$ cat src/design/dsr_pkg.sv
package dsr_pkg;

    // request kinds on the input channel
    localparam logic REQ_CMD  = 1'b0;
    localparam logic REQ_TICK = 1'b1;

    // configuration register indexes (paddr[3:2])
    typedef enum logic [1:0] {
        REG_STEP_LOW  = 2'd0,
        REG_STEP_HIGH = 2'd1,
        REG_TIMEOUT   = 2'd2
    } reg_idx_t;

    localparam int          APB_AW = 4;

    localparam logic [31:0] STEP_LOW_RST  = 32'd134546178;
    localparam logic [31:0] STEP_HIGH_RST = 32'd672731660;
    localparam logic [15:0] TIMEOUT_RST   = 16'd50;

    localparam logic signed [8:0] SPD_MAX = 9'sd255;
    localparam logic [15:0]       IDLE_SAT = 16'hFFFF;

    // pulse width endpoints in us
    localparam logic [11:0] US_MIN = 12'd500;
    localparam logic [11:0] US_MAX = 12'd2500;

    // floor(v*2000/510) as (v*SPAN_RECIP) >> SPAN_SHIFT, exact for v in 0..510
    localparam int          SPAN_SHIFT = 24;
    localparam logic [25:0] SPAN_RECIP = 26'd65793004;
    localparam int          Q_W        = 11;

    // floor(us*16383/20000) as (us*DUTY_RECIP) >> DUTY_SHIFT, exact for us up to 2500
    localparam int          DUTY_SHIFT = 32;
    localparam logic [31:0] DUTY_RECIP = 32'd3518222461;
    localparam int          DUTY_W     = 14;

    // duty range reachable from 500..2500 us
    localparam logic [DUTY_W-1:0] DUTY_LO = 14'd409;
    localparam logic [DUTY_W-1:0] DUTY_HI = 14'd2047;

    typedef struct packed {
        logic [31:0] step_low;
        logic [31:0] step_high;
        logic [15:0] timeout_ticks;
    } cfg_t;

    typedef struct packed {
        logic signed [8:0] left;
        logic signed [8:0] right;
    } spd_pair_t;

    function automatic logic signed [8:0] sat_speed(input logic signed [15:0] v);
        logic signed [8:0] r;
        if (v > 16'sd255) begin
            r = SPD_MAX;
        end else if (v < -16'sd255) begin
            r = -SPD_MAX;
        end else begin
            r = 9'(v);
        end
        return r;
    endfunction

    // one slew step toward goal, step size picked by |cur|/32
    function automatic logic signed [8:0] ramp_step(
        input logic signed [8:0] cur,
        input logic signed [8:0] goal,
        input logic [31:0]       lo,
        input logic [31:0]       hi
    );
        logic [7:0]         mag;
        logic [2:0]         bkt;
        logic [31:0]        word;
        logic [7:0]         stp;
        logic signed [10:0] cur_x;
        logic signed [10:0] goal_x;
        logic signed [10:0] stp_x;
        logic signed [10:0] sum;
        logic signed [10:0] res;
        mag    = cur[8] ? 8'(-cur) : cur[7:0];
        bkt    = mag[7:5];
        word   = bkt[2] ? hi : lo;
        stp    = word[8*bkt[1:0] +: 8];
        cur_x  = 11'(cur);
        goal_x = 11'(goal);
        stp_x  = signed'(11'(stp));
        if (cur_x < goal_x) begin
            sum = cur_x + stp_x;
            res = (sum > goal_x) ? goal_x : sum;
        end else if (cur_x > goal_x) begin
            sum = cur_x - stp_x;
            res = (sum < goal_x) ? goal_x : sum;
        end else begin
            res = cur_x;
        end
        return 9'(res);
    endfunction

endpackage

$ cat src/design/dsr_ctrl.sv
module dsr_ctrl
    import dsr_pkg::*;
(
    input  logic              aclk,
    input  logic              aresetn,
    input  cfg_t              cfg,
    input  logic              s_valid,
    output logic              s_ready,
    input  logic              s_req_type,
    input  logic signed [15:0] s_left_speed_cmd,
    input  logic signed [15:0] s_right_speed_cmd,
    output logic              spd_valid,
    input  logic              spd_ready,
    output spd_pair_t         spd
);

    logic              in_valid_reg,  in_valid_next;
    logic              in_type_reg;
    logic signed [15:0] in_left_reg;
    logic signed [15:0] in_right_reg;

    logic signed [8:0] goal_left_reg,   goal_left_next;
    logic signed [8:0] goal_right_reg,  goal_right_next;
    logic signed [8:0] speed_left_reg,  speed_left_next;
    logic signed [8:0] speed_right_reg, speed_right_next;
    logic signed [8:0] shown_left_reg,  shown_left_next;
    logic signed [8:0] shown_right_reg, shown_right_next;
    logic              shown_valid_reg, shown_valid_next;
    logic              active_reg,      active_next;
    logic [15:0]       idle_ticks_reg,  idle_ticks_next;

    logic              spd_valid_reg, spd_valid_next;
    spd_pair_t         spd_reg;

    logic              mid_free;
    logic              fire;
    logic              emit;
    logic [15:0]       idle_inc;
    logic              timed_out;
    logic signed [8:0] goal_l_eff;
    logic signed [8:0] goal_r_eff;
    logic signed [8:0] new_l;
    logic signed [8:0] new_r;
    logic              changed;

    assign mid_free = !spd_valid_reg || spd_ready;
    assign fire     = in_valid_reg && mid_free;
    assign s_ready  = !in_valid_reg || mid_free;

    assign idle_inc   = (idle_ticks_reg != IDLE_SAT) ? idle_ticks_reg + 16'd1 : idle_ticks_reg;
    assign timed_out  = idle_inc > cfg.timeout_ticks;
    assign goal_l_eff = timed_out ? 9'sd0 : goal_left_reg;
    assign goal_r_eff = timed_out ? 9'sd0 : goal_right_reg;
    assign new_l      = ramp_step(speed_left_reg,  goal_l_eff, cfg.step_low, cfg.step_high);
    assign new_r      = ramp_step(speed_right_reg, goal_r_eff, cfg.step_low, cfg.step_high);
    assign changed    = !shown_valid_reg || (new_l != shown_left_reg)
                        || (new_r != shown_right_reg);
    assign emit       = fire && (in_type_reg == REQ_TICK) && active_reg && changed;

    assign in_valid_next  = s_ready ? s_valid : in_valid_reg;
    assign spd_valid_next = mid_free ? emit : spd_valid_reg;

    always_comb begin
        goal_left_next   = goal_left_reg;
        goal_right_next  = goal_right_reg;
        speed_left_next  = speed_left_reg;
        speed_right_next = speed_right_reg;
        shown_left_next  = shown_left_reg;
        shown_right_next = shown_right_reg;
        shown_valid_next = shown_valid_reg;
        active_next      = active_reg;
        idle_ticks_next  = idle_ticks_reg;
        if (fire) begin
            if (in_type_reg == REQ_CMD) begin
                goal_left_next  = sat_speed(in_left_reg);
                goal_right_next = sat_speed(in_right_reg);
                active_next     = 1'b1;
                idle_ticks_next = '0;
            end else if (active_reg) begin
                idle_ticks_next  = idle_inc;
                goal_left_next   = goal_l_eff;
                goal_right_next  = goal_r_eff;
                // stop only once both wheels were already at rest
                if (timed_out && speed_left_reg == 9'sd0 && speed_right_reg == 9'sd0) begin
                    active_next = 1'b0;
                end
                speed_left_next  = new_l;
                speed_right_next = new_r;
                if (changed) begin
                    shown_left_next  = new_l;
                    shown_right_next = new_r;
                    shown_valid_next = 1'b1;
                end
            end
        end
    end

    always_ff @(posedge aclk) begin
        if (!aresetn) begin
            in_valid_reg    <= 1'b0;
            spd_valid_reg   <= 1'b0;
            goal_left_reg   <= '0;
            goal_right_reg  <= '0;
            speed_left_reg  <= '0;
            speed_right_reg <= '0;
            shown_left_reg  <= '0;
            shown_right_reg <= '0;
            shown_valid_reg <= 1'b0;
            active_reg      <= 1'b0;
            idle_ticks_reg  <= '0;
        end else begin
            in_valid_reg    <= in_valid_next;
            spd_valid_reg   <= spd_valid_next;
            goal_left_reg   <= goal_left_next;
            goal_right_reg  <= goal_right_next;
            speed_left_reg  <= speed_left_next;
            speed_right_reg <= speed_right_next;
            shown_left_reg  <= shown_left_next;
            shown_right_reg <= shown_right_next;
            shown_valid_reg <= shown_valid_next;
            active_reg      <= active_next;
            idle_ticks_reg  <= idle_ticks_next;
        end
    end

    always_ff @(posedge aclk) begin
        if (s_valid && s_ready) begin
            in_type_reg  <= s_req_type;
            in_left_reg  <= s_left_speed_cmd;
            in_right_reg <= s_right_speed_cmd;
        end
        if (emit) begin
            spd_reg.left  <= new_l;
            spd_reg.right <= new_r;
        end
    end

    assign spd_valid = spd_valid_reg;
    assign spd       = spd_reg;

endmodule

$ cat src/design/dsr_map.sv
module dsr_map
    import dsr_pkg::*;
(
    input  logic              aclk,
    input  logic              aresetn,
    input  logic              spd_valid,
    output logic              spd_ready,
    input  spd_pair_t         spd,
    output logic              m_valid,
    input  logic              m_ready,
    output logic [DUTY_W-1:0] m_left_pin_duty,
    output logic [DUTY_W-1:0] m_right_pin_duty
);

    localparam int SPAN_PW = 9 + 26;
    localparam int DUTY_PW = 12 + 32;

    logic                  us_valid_reg, us_valid_next;
    logic [11:0]           us_lpin_reg;
    logic [11:0]           us_rpin_reg;
    logic                  m_valid_reg,  m_valid_next;
    logic [DUTY_W-1:0]     duty_l_reg;
    logic [DUTY_W-1:0]     duty_r_reg;

    logic                  us_free;
    logic                  out_free;
    logic [9:0]            off_l;
    logic [9:0]            off_r;
    logic [SPAN_PW-1:0]    span_l;
    logic [SPAN_PW-1:0]    span_r;
    logic [Q_W-1:0]        q_l;
    logic [Q_W-1:0]        q_r;
    logic [DUTY_PW-1:0]    prod_l;
    logic [DUTY_PW-1:0]    prod_r;

    assign out_free  = !m_valid_reg || m_ready;
    assign us_free   = !us_valid_reg || out_free;
    assign spd_ready = us_free;

    // stage 1: speed -> pulse width, speed offset to 0..510
    assign off_l  = 10'(spd.left)  + 10'd255;
    assign off_r  = 10'(spd.right) + 10'd255;
    assign span_l = SPAN_PW'(off_l[8:0]) * SPAN_PW'(SPAN_RECIP);
    assign span_r = SPAN_PW'(off_r[8:0]) * SPAN_PW'(SPAN_RECIP);
    assign q_l    = span_l[SPAN_SHIFT +: Q_W];
    assign q_r    = span_r[SPAN_SHIFT +: Q_W];

    // stage 2: pulse width -> duty
    assign prod_l = DUTY_PW'(us_lpin_reg) * DUTY_PW'(DUTY_RECIP);
    assign prod_r = DUTY_PW'(us_rpin_reg) * DUTY_PW'(DUTY_RECIP);

    assign us_valid_next = us_free  ? spd_valid    : us_valid_reg;
    assign m_valid_next  = out_free ? us_valid_reg : m_valid_reg;

    always_ff @(posedge aclk) begin
        if (!aresetn) begin
            us_valid_reg <= 1'b0;
            m_valid_reg  <= 1'b0;
        end else begin
            us_valid_reg <= us_valid_next;
            m_valid_reg  <= m_valid_next;
        end
    end

    always_ff @(posedge aclk) begin
        if (spd_valid && us_free) begin
            // left pin follows right wheel, right pin is mirrored
            us_lpin_reg <= US_MIN + 12'(q_r);
            us_rpin_reg <= US_MAX - 12'(q_l);
        end
        if (us_valid_reg && out_free) begin
            duty_l_reg <= DUTY_W'(prod_l[DUTY_PW-1:DUTY_SHIFT]);
            duty_r_reg <= DUTY_W'(prod_r[DUTY_PW-1:DUTY_SHIFT]);
        end
    end

    assign m_valid          = m_valid_reg;
    assign m_left_pin_duty  = duty_l_reg;
    assign m_right_pin_duty = duty_r_reg;

endmodule

$ cat src/design/dual_servo_ramp_with_watchdog.sv
// dual servo speed ramp with command watchdog
//
// input channel (s_valid/s_ready): each request is either a speed command
// (s_req_type = 0, both speeds saturated to -255..255 and stored as targets)
// or a control tick (s_req_type = 1) that, while running, moves both current
// speeds one slew step toward their targets. commands never produce a result;
// a running tick produces one result (m_valid/m_ready) of two 14-bit servo duties
// whenever the speed pair differs from the last one sent, or on the first tick.
// configuration: APB-style port, step tables at 0x0 and 0x4, watchdog
// timeout in ticks at 0x8; pready is tied high, writes take effect at once.
// throughput: one request per cycle until a stalled receiver fills the pipeline.
// a tick passes the input register, the ramp and state update, the pulse width
// multiply and the duty multiply registers on its way to m_valid; the two
// reciprocal multipliers each have their own stage.
// a stalled receiver holds the result; the two inner stages and the input
// register keep absorbing requests until all are full, then s_ready drops.
// reset (aresetn low, synchronous) clears the pipeline, the watchdog, all
// speeds and targets, and loads the default step tables and timeout.
module dual_servo_ramp_with_watchdog
    import dsr_pkg::*;
(
    input  logic               aclk,
    input  logic               aresetn,
    // request channel
    input  logic               s_valid,
    output logic               s_ready,
    input  logic               s_req_type,
    input  logic signed [15:0] s_left_speed_cmd,
    input  logic signed [15:0] s_right_speed_cmd,
    // result channel
    output logic               m_valid,
    input  logic               m_ready,
    output logic [DUTY_W-1:0]  m_left_pin_duty,
    output logic [DUTY_W-1:0]  m_right_pin_duty,
    // configuration port
    input  logic               psel,
    input  logic               penable,
    input  logic               pwrite,
    input  logic [APB_AW-1:0]  paddr,
    input  logic [31:0]        pwdata,
    output logic [31:0]        prdata,
    output logic               pready
);

    cfg_t      cfg_reg;
    reg_idx_t  reg_idx;
    logic      cfg_wr;

    logic      spd_valid;
    logic      spd_ready;
    spd_pair_t spd;

    assign pready  = 1'b1;
    assign reg_idx = reg_idx_t'(paddr[3:2]);
    assign cfg_wr  = psel && penable && pwrite && pready;

    // register writes, unused addresses are dropped
    always_ff @(posedge aclk) begin
        if (!aresetn) begin
            cfg_reg.step_low      <= STEP_LOW_RST;
            cfg_reg.step_high     <= STEP_HIGH_RST;
            cfg_reg.timeout_ticks <= TIMEOUT_RST;
        end else if (cfg_wr) begin
            case (reg_idx)
                REG_STEP_LOW:  cfg_reg.step_low      <= pwdata;
                REG_STEP_HIGH: cfg_reg.step_high     <= pwdata;
                REG_TIMEOUT:   cfg_reg.timeout_ticks <= pwdata[15:0];
                default: ;
            endcase
        end
    end

    // register readback
    always_comb begin
        case (reg_idx)
            REG_STEP_LOW:  prdata = cfg_reg.step_low;
            REG_STEP_HIGH: prdata = cfg_reg.step_high;
            REG_TIMEOUT:   prdata = {16'd0, cfg_reg.timeout_ticks};
            default:       prdata = '0;
        endcase
    end

    // input register, watchdog and slew ramp
    dsr_ctrl u_ctrl (
        .aclk              (aclk),
        .aresetn           (aresetn),
        .cfg               (cfg_reg),
        .s_valid           (s_valid),
        .s_ready           (s_ready),
        .s_req_type        (s_req_type),
        .s_left_speed_cmd  (s_left_speed_cmd),
        .s_right_speed_cmd (s_right_speed_cmd),
        .spd_valid         (spd_valid),
        .spd_ready         (spd_ready),
        .spd               (spd)
    );

    // speed pair to servo duties, ends in the result register
    dsr_map u_map (
        .aclk             (aclk),
        .aresetn          (aresetn),
        .spd_valid        (spd_valid),
        .spd_ready        (spd_ready),
        .spd              (spd),
        .m_valid          (m_valid),
        .m_ready          (m_ready),
        .m_left_pin_duty  (m_left_pin_duty),
        .m_right_pin_duty (m_right_pin_duty)
    );

endmodule

$ cat config.mk
export PLATFORM = sky130hd
export DESIGN_NAME = dual_servo_ramp_with_watchdog
export DESIGN_NICKNAME = d
export VERILOG_FILES = /design/src/design/dsr_pkg.sv /design/src/design/dsr_ctrl.sv /design/src/design/dsr_map.sv /design/src/design/dual_servo_ramp_with_watchdog.sv
export SDC_FILE = /design/constraint.sdc
export NUM_CORES = 1
export LEC_CHECK = 0
export BUFFER_PORTS_ARGS = -buffer_cell sky130_fd_sc_hd__buf_2
export CAP_MARGIN = 20
export CORE_MARGIN = 3
export CORE_UTILIZATION = 35
export DETAILED_ROUTE_END_ITERATION = 16
export GPL_ROUTABILITY_DRIVEN = 0
export PLACE_DENSITY = 0.53
export SLEW_MARGIN = 20
export SYNTH_ARGS = -nofsm -noshare
export SYNTH_HDL_FRONTEND = slang
export SYNTH_SLANG_ARGS = --single-unit
$ cat constraint.sdc
create_clock -name aclk -period 8.1 [get_ports aclk]
set_clock_uncertainty 0.1 [all_clocks]
set_input_delay 0.81 -clock aclk [delete_from_list [all_inputs] [get_ports aclk]]
set_output_delay 0.81 -clock aclk [all_outputs]
set_load 0.02 [all_outputs]
Word level (Yosys, flattened, before mapping)
Index checks and enable logic that the tools add are counted.
- register bits: 255
- input port bits: 76
- output and inout port bits: 63
- multiply operators: 4
- add/subtract/negate cells: 11
- eq/ne operators: 6
- order comparisons: 13
- mux-type cells: 29
- reductions and logical operators: 31
- shift-type cells: 2
- operators with widths (kind ; count):
    two-way mux 9 bit ; 18
    case mux 32 bit (3 select lines) ; 1
    multiplier 12 x 32 -> 44 bit, second input constant ; 2
    multiplier 9 x 24 -> 33 bit, second input constant ; 2
    two-way mux 32 bit ; 2
    indexed part select 32 x 6 -> 8 bit ; 2
    two-way mux 16 bit ; 3
    > comparator 16 x 9 -> 1 bit, second input constant ; 2
    less-than comparator 16 x 9 -> 1 bit, second input constant ; 2
    adder 9 x 9 -> 10 bit ; 2
    > comparator 10 x 9 -> 1 bit ; 2
    less-than comparator 10 x 9 -> 1 bit ; 2
    subtractor 9 x 9 -> 10 bit ; 2
    adder 9 bit, second input constant ; 2
    > comparator 9 bit ; 2
    logical NOT 9 bit ; 2
    less-than comparator 9 bit ; 2
    != test 9 bit ; 2
    adder 16 x 1 -> 16 bit, second input constant ; 1
    > comparator 16 bit ; 1
    two-way mux 8 bit ; 2
    != test 16 bit, second input constant ; 1
    negator 8 bit ; 2
    adder 9 x 11 -> 12 bit, first input constant ; 1
    12 further kinds ; 36

Depth between registers and ports, before layout
- depth after elaboration: 13
- depth in mapped cells: 37
- mapped depth without buffers: 30

Hierarchy
Synthesis repeated with hierarchy kept, for this count alone.
- cells, all modules: 3547
- area, all modules: 33459.6 µm²
- by module, submodules not included (module ; area each (µm²) ; cells an instance ; instances):
    dsr_map ; 18315.1 ; 1820 ; 1
    dsr_ctrl ; 11429.7 ; 1320 ; 1
    dual_servo_ramp_with_watchdog ; 3714.8 ; 407 ; 1

Least setup slack after synthesis
No wires, ideal clock.
- kind: register to register
- start point: reg u_ctrl.speed_right_reg[1]
- end point: reg u_ctrl.shown_left_reg[8]
- path slack: 400 ps
- required time: 7921 ps
- arrival time: 7521 ps
- path buffers: 4
- period minus slack after synthesis: 7700 ps
- stages on the path, launching flop included: 32
- cell sequence: dfxtp_1 nor4_1 nand2_1 nor3_1 nand2b_1 xor2_1 clkbuf_1 mux4_2 mux2_2 ha_1 clkbuf_1 nor2b_1 or3_1 a21o_1 a21oi_1 o31ai_1 xnor2_1 ha_1 or4_1 a211oi_1 a211oi_1 a21o_1 clkbuf_1 a211oi_1 a221oi_1 a211oi_1 and4b_1 nand4_4 nand2_2 inv_2 buf_6 a211oi_2
- cells in the longest elaborated chain, start to end: 12
- elaborated cells between the ends (all ways): 17
- those cells by class: add/sub (3); order compare (4); eq/ne (1); shift (1); mux (6); reduce/logical (2)
- RTL lines (element ; RTL line ; RTL):
    start, declared ; dsr_ctrl.sv:25 ; logic signed [8:0] speed_right_reg, speed_right_next;
    start signal, assigned ; dsr_ctrl.sv:117 ; speed_right_reg <= speed_right_next;
    negator 8 bit ; dsr_pkg.sv:80 ; mag = cur[8] ? 8'(-cur) : cur[7:0];
    two-way mux 8 bit ; dsr_pkg.sv:80 ;
    two-way mux 32 bit ; dsr_pkg.sv:82 ; word = bkt[2] ? hi : lo;
    indexed part select 32 x 6 -> 8 bit ; dsr_pkg.sv:83 ; stp = word[8*bkt[1:0] +: 8];
    subtractor 9 x 9 -> 10 bit ; dsr_pkg.sv:91 ; sum = cur_x - stp_x;
    less-than comparator 10 x 9 -> 1 bit ; dsr_pkg.sv:92 ; res = (sum < goal_x) ? goal_x : sum;
    two-way mux 9 bit ; dsr_pkg.sv:92 ;
    two-way mux 9 bit ; dsr_pkg.sv:90 ; end else if (cur_x > goal_x) begin
    two-way mux 9 bit (*) ; dsr_pkg.sv:87 ; if (cur_x < goal_x) begin
    != test 9 bit (*) ; dsr_ctrl.sv:57 ; || (new_r != shown_right_reg);
    logical OR 1 bit (*) ; dsr_ctrl.sv:57 ;
    AND reduction 4 bit (no line) (*) ; -- ;
    end signal, assigned ; dsr_ctrl.sv:118 ; shown_left_reg <= shown_left_next;
    end, declared ; dsr_ctrl.sv:26 ; logic signed [8:0] shown_left_reg, shown_left_next;
Mark *: on every way between the ends. The rest lies on a longest branch, timed or not.
A chain may end at the register's enable or synchronous reset.

Worst setup path after layout
- start point: reg u_ctrl.speed_left_reg[1]
- end point: reg u_ctrl.spd_reg, in the netlist u_ctrl.spd[13] (enable)
- cells in the longest elaborated chain, start to end: 13
- elaborated cells between the ends (all ways): 18
- those cells by class: add/sub (3); order compare (4); eq/ne (1); shift (1); mux (6); reduce/logical (3)
- RTL lines (element ; RTL line ; RTL):
    start, declared ; dsr_ctrl.sv:24 ; logic signed [8:0] speed_left_reg, speed_left_next;
    start signal, assigned ; dsr_ctrl.sv:116 ; speed_left_reg <= speed_left_next;
    negator 8 bit ; dsr_pkg.sv:80 ;
    two-way mux 8 bit ; dsr_pkg.sv:80 ;
    two-way mux 32 bit ; dsr_pkg.sv:82 ;
    indexed part select 32 x 6 -> 8 bit ; dsr_pkg.sv:83 ;
    subtractor 9 x 9 -> 10 bit ; dsr_pkg.sv:91 ;
    less-than comparator 10 x 9 -> 1 bit ; dsr_pkg.sv:92 ;
    two-way mux 9 bit ; dsr_pkg.sv:92 ;
    two-way mux 9 bit ; dsr_pkg.sv:90 ;
    two-way mux 9 bit (*) ; dsr_pkg.sv:87 ;
    != test 9 bit (*) ; dsr_ctrl.sv:56 ; assign changed = !shown_valid_reg || (new_l != shown_left_reg)
    logical OR 1 bit (*) ; dsr_ctrl.sv:56 ;
    logical OR 1 bit (*) ; dsr_ctrl.sv:57 ;
    logical AND 1 bit (*) ; dsr_ctrl.sv:58 ; assign emit = fire && (in_type_reg == REQ_TICK) && active_reg && changed;
    end, declared ; dsr_ctrl.sv:33 ; spd_pair_t spd_reg;
Marks and branches as above.

==> flow_summary.yaml <==
outcome:
  outcome: "finished, final reports clean"
finish:
  utilization: 0.399
  antennaDiodeCount: 0
  final_common_cell: "inv_1"
  final_nets: 4413
  largest_reg_flops: 80
  drive_gt1_frac: 0.112
  fillers: 8913
  layout.cells.non_filler: 4735
  multi_input_area_sq_mm: 0.0232
  stdcell_area_sq_mm: 0.0355
  area_delta_synth_final_pct: 12.0
  final_cell_mix: "inv_1, ha_1, fa_1"
  seq_area_sq_mm: 0.00610
setup_path:
  worstPathArrival_ns: 7.87
  cp_max_fo: 20
  startpoint: "u_ctrl.speed_left_reg[1]"
  crit_path_top_delay_cell: "mux4_2"
  reg2reg_from: "u_ctrl.speed_left_reg[1]"
  crit_path_max_incr_delay_ns: 0.56
  reg2reg_slack_ns: 0.39
  endpoint_kind: "register"
  cp_common_cell: "nor3_1"
  crit_required_ns: 8.26
  startpoint_type: "register"
  crit_type: "reg2reg"
route:
  ant_nets: 0
  routedWlPerCell_um: 18.1
  drc: 0
  vias_per_cell: 5.02
  drtIter0Drc: 1361
  route.vias.total: 23800
  drt-total-wl_um: 85800
  drtPass1Iterations: 6
power:
  p_clk_frac: 0.376
  netSwitchingPower_uw: 1430
  p_per_area_mw_per_mm2: 122
  finalPower_uw: 4330
  p_int_uw: 2890
  max-vdd-ir-drop_mv: 0.166
  p_leak_uw: 0.0164
  swShare: 0.331
  power_frac_comb: 0.297
  seq_power_share: 0.327
clocking:
  cts_root_buffer: "clkbuf_16"
  numClockSinks: 255
  tritoncts: "yes"
  clk_pin_slew_worst_paths_ns: 0.06
  numCtsBuffers: 34
  insertion_delay_ns: 0.56
  h-tree-depth: 2
  postCtsHoldBufs: 0
  clk_path_buf_depth: 3
synthesis:
  synth_cell_types: 98
  syn_area_per_cell_sq_um: 9.36
  ys_seq_elements: 255
  synth_edf_count: 99
  syn-cell-area_sq_mm: 0.0317
  async_flop_share: 0
  synthCells: 3385
  ys_seq_area_frac: 0.192
  yosysWarnings: 0
  synth_flop_cell: "dfxtp_1"
grt:
  grt_pass1_wl_um: 137000
  grt_max_degree: 94
  first_global_vias: 24400
  overflow: 0
  grtUsageTotal: 0.184
  antenna_found_initial: 1
sta:
  fin_ws_ns: 0.392
  period_needed_ns: 7.71
  fin_crit_sh: 0.952
  maxSlewViolCount: 0
  hold_viol: 0
  fmax_mhz: 130
  finalSetupViolations: 0
  slew_headroom: 0.269
  worstMarginPinSlew_ns: 1.10
placement:
  place_area_sq_mm: 0.0342
  dpl_worst_slack_ns: 0.267
  post-dp-hpwl_um: 70100
  placed_cells: 4670
  io_buffer_count: 131
run:
  max_cap_violations: 0
floorplan:
  die_h_um: 307
  die_width_um: 307
  fp-row-count: 109
  initial_utilization: 0.356
  dieArea_sq_mm: 0.0942
  coreArea_sq_mm: 0.0891
  ioPinCount: 139
worst_hold_path:
  hold_class: "in2reg"
  worstHoldStart: "s_left_speed_cmd[12]"
per-layer routing:
layer / wire [um] / track usage
met1: 39300 / 0.250
met3: 3850 / 0.0247
met2: 40500 / 0.311
met4: 2080 / 0.0440
met5: 0 / 0
cell families after synthesis:
logic type,synth area share
compound gates,0.120
xor+xnor,0.0387
fa+ha+maj,0.395
buf+inv,0.0815
flops,0.192
mux,0.0512
other cells,0.000237
simple gates,0.121
power groups by stage:
stage          sequential (uW)  clock (uW)  combinational, uW
5_1_grt                   1420        1730               1450
4_1_cts                   1420        1690               1280
3_5_place_dp              1440           0               1270
6_report                  1420        1630               1280
2_1_floorplan             1430           0                922
3_3_place_gp              1440           0               1270
what timing repair did:
item | CTS | global route
buffers inserted | 0 | 3
setup endpoints to repair | 0 | 38
resized for setup | 0 | 19
synthesized netlist by cell type (6+ instances only):
library cell    n  area (sq um)
nor4_1         18           113
o21a_1         25           188
nand3_1        74           370
o21ba_2         7          70.1
inv_1         575          2160
or4_1           8          60.1
nor2b_1        21           131
a2111oi_0       9          78.8
xnor2_1        78           683
nor3_1         45           225
a211o_1         7          61.3
o31ai_1        15           113
or2_2           7          43.8
nor3b_1         9          67.6
a22oi_1        23           173
nor2_1        177           664
xor2_1         62           543
and3_1         20           125
a311oi_1        8          70.1
a21oi_1       228          1140
and2_1         14          87.6
fa_1          344          6890
a21o_1         47           353
buf_1           7          26.3
or3_1          18           113
nand2b_1       12          75.1
clkbuf_1       80           300
mux2i_1        62           621
o2111ai_1       6          52.6
a31oi_1        10          62.6
nand4_1        22           138
nand2_1       333          1250
o211ai_1       15           113
o21ai_0        87           435
and4_1          6          52.6
buf_2           6          30.0
edfxtp_1       99          2970
a211oi_1       30           225
dfxtp_1       156          3120
ha_1          449          5620
mux4_2         32           721
mux2_2         24           270
o21bai_1        9          67.6
path summary, 6_finish.rpt:
path                                          endpoint  cells after the start
worst max register to register          u_ctrl.spd[13]                     30
worst min register to register             cfg_reg[11]                      2
worst min-delay path            u_ctrl.in_left_reg[12]                      1
worst max-delay path                    u_ctrl.spd[13]                     30
cell type report:
class                      count  area share
sequential                   255       0.172
multi-input combinational   2456       0.653
tap                         1165      0.0411
clock buffer                  41      0.0256
clock inverter                21     0.00839
timing repair buffer         220      0.0392
inverter                     577      0.0611
worst max-delay path: cells and delay by family (launching register included):
| kind | cells | cell delay, ns |
|---|---|---|
| AO/OA/AOI/OAI | 7 | 1.28 |
| adder cells (fa/ha/maj) | 2 | 0.66 |
| XOR/XNOR | 1 | 0.20 |
| flip-flops | 1 | 0.30 |
| multiplexers | 3 | 1.32 |
| buffers and inverters | 5 | 0.96 |
| AND/OR/NAND/NOR | 12 | 2.58 |
stage by stage:
| stage | TNS [ns] | hold WS [ns] |
|---|---|---|
| 2_1_floorplan | 0 | 0.334 |
| 3_3_place_gp | 0 | 0.354 |
| 3_5_place_dp | 0 | 0.364 |
| 4_1_cts | 0 | 0.290 |
| 5_1_grt | -0.0570 | 0.301 |
| 6_report | 0 | 0.325 |
No activity file was read; power rests on OpenSTA's default activity.
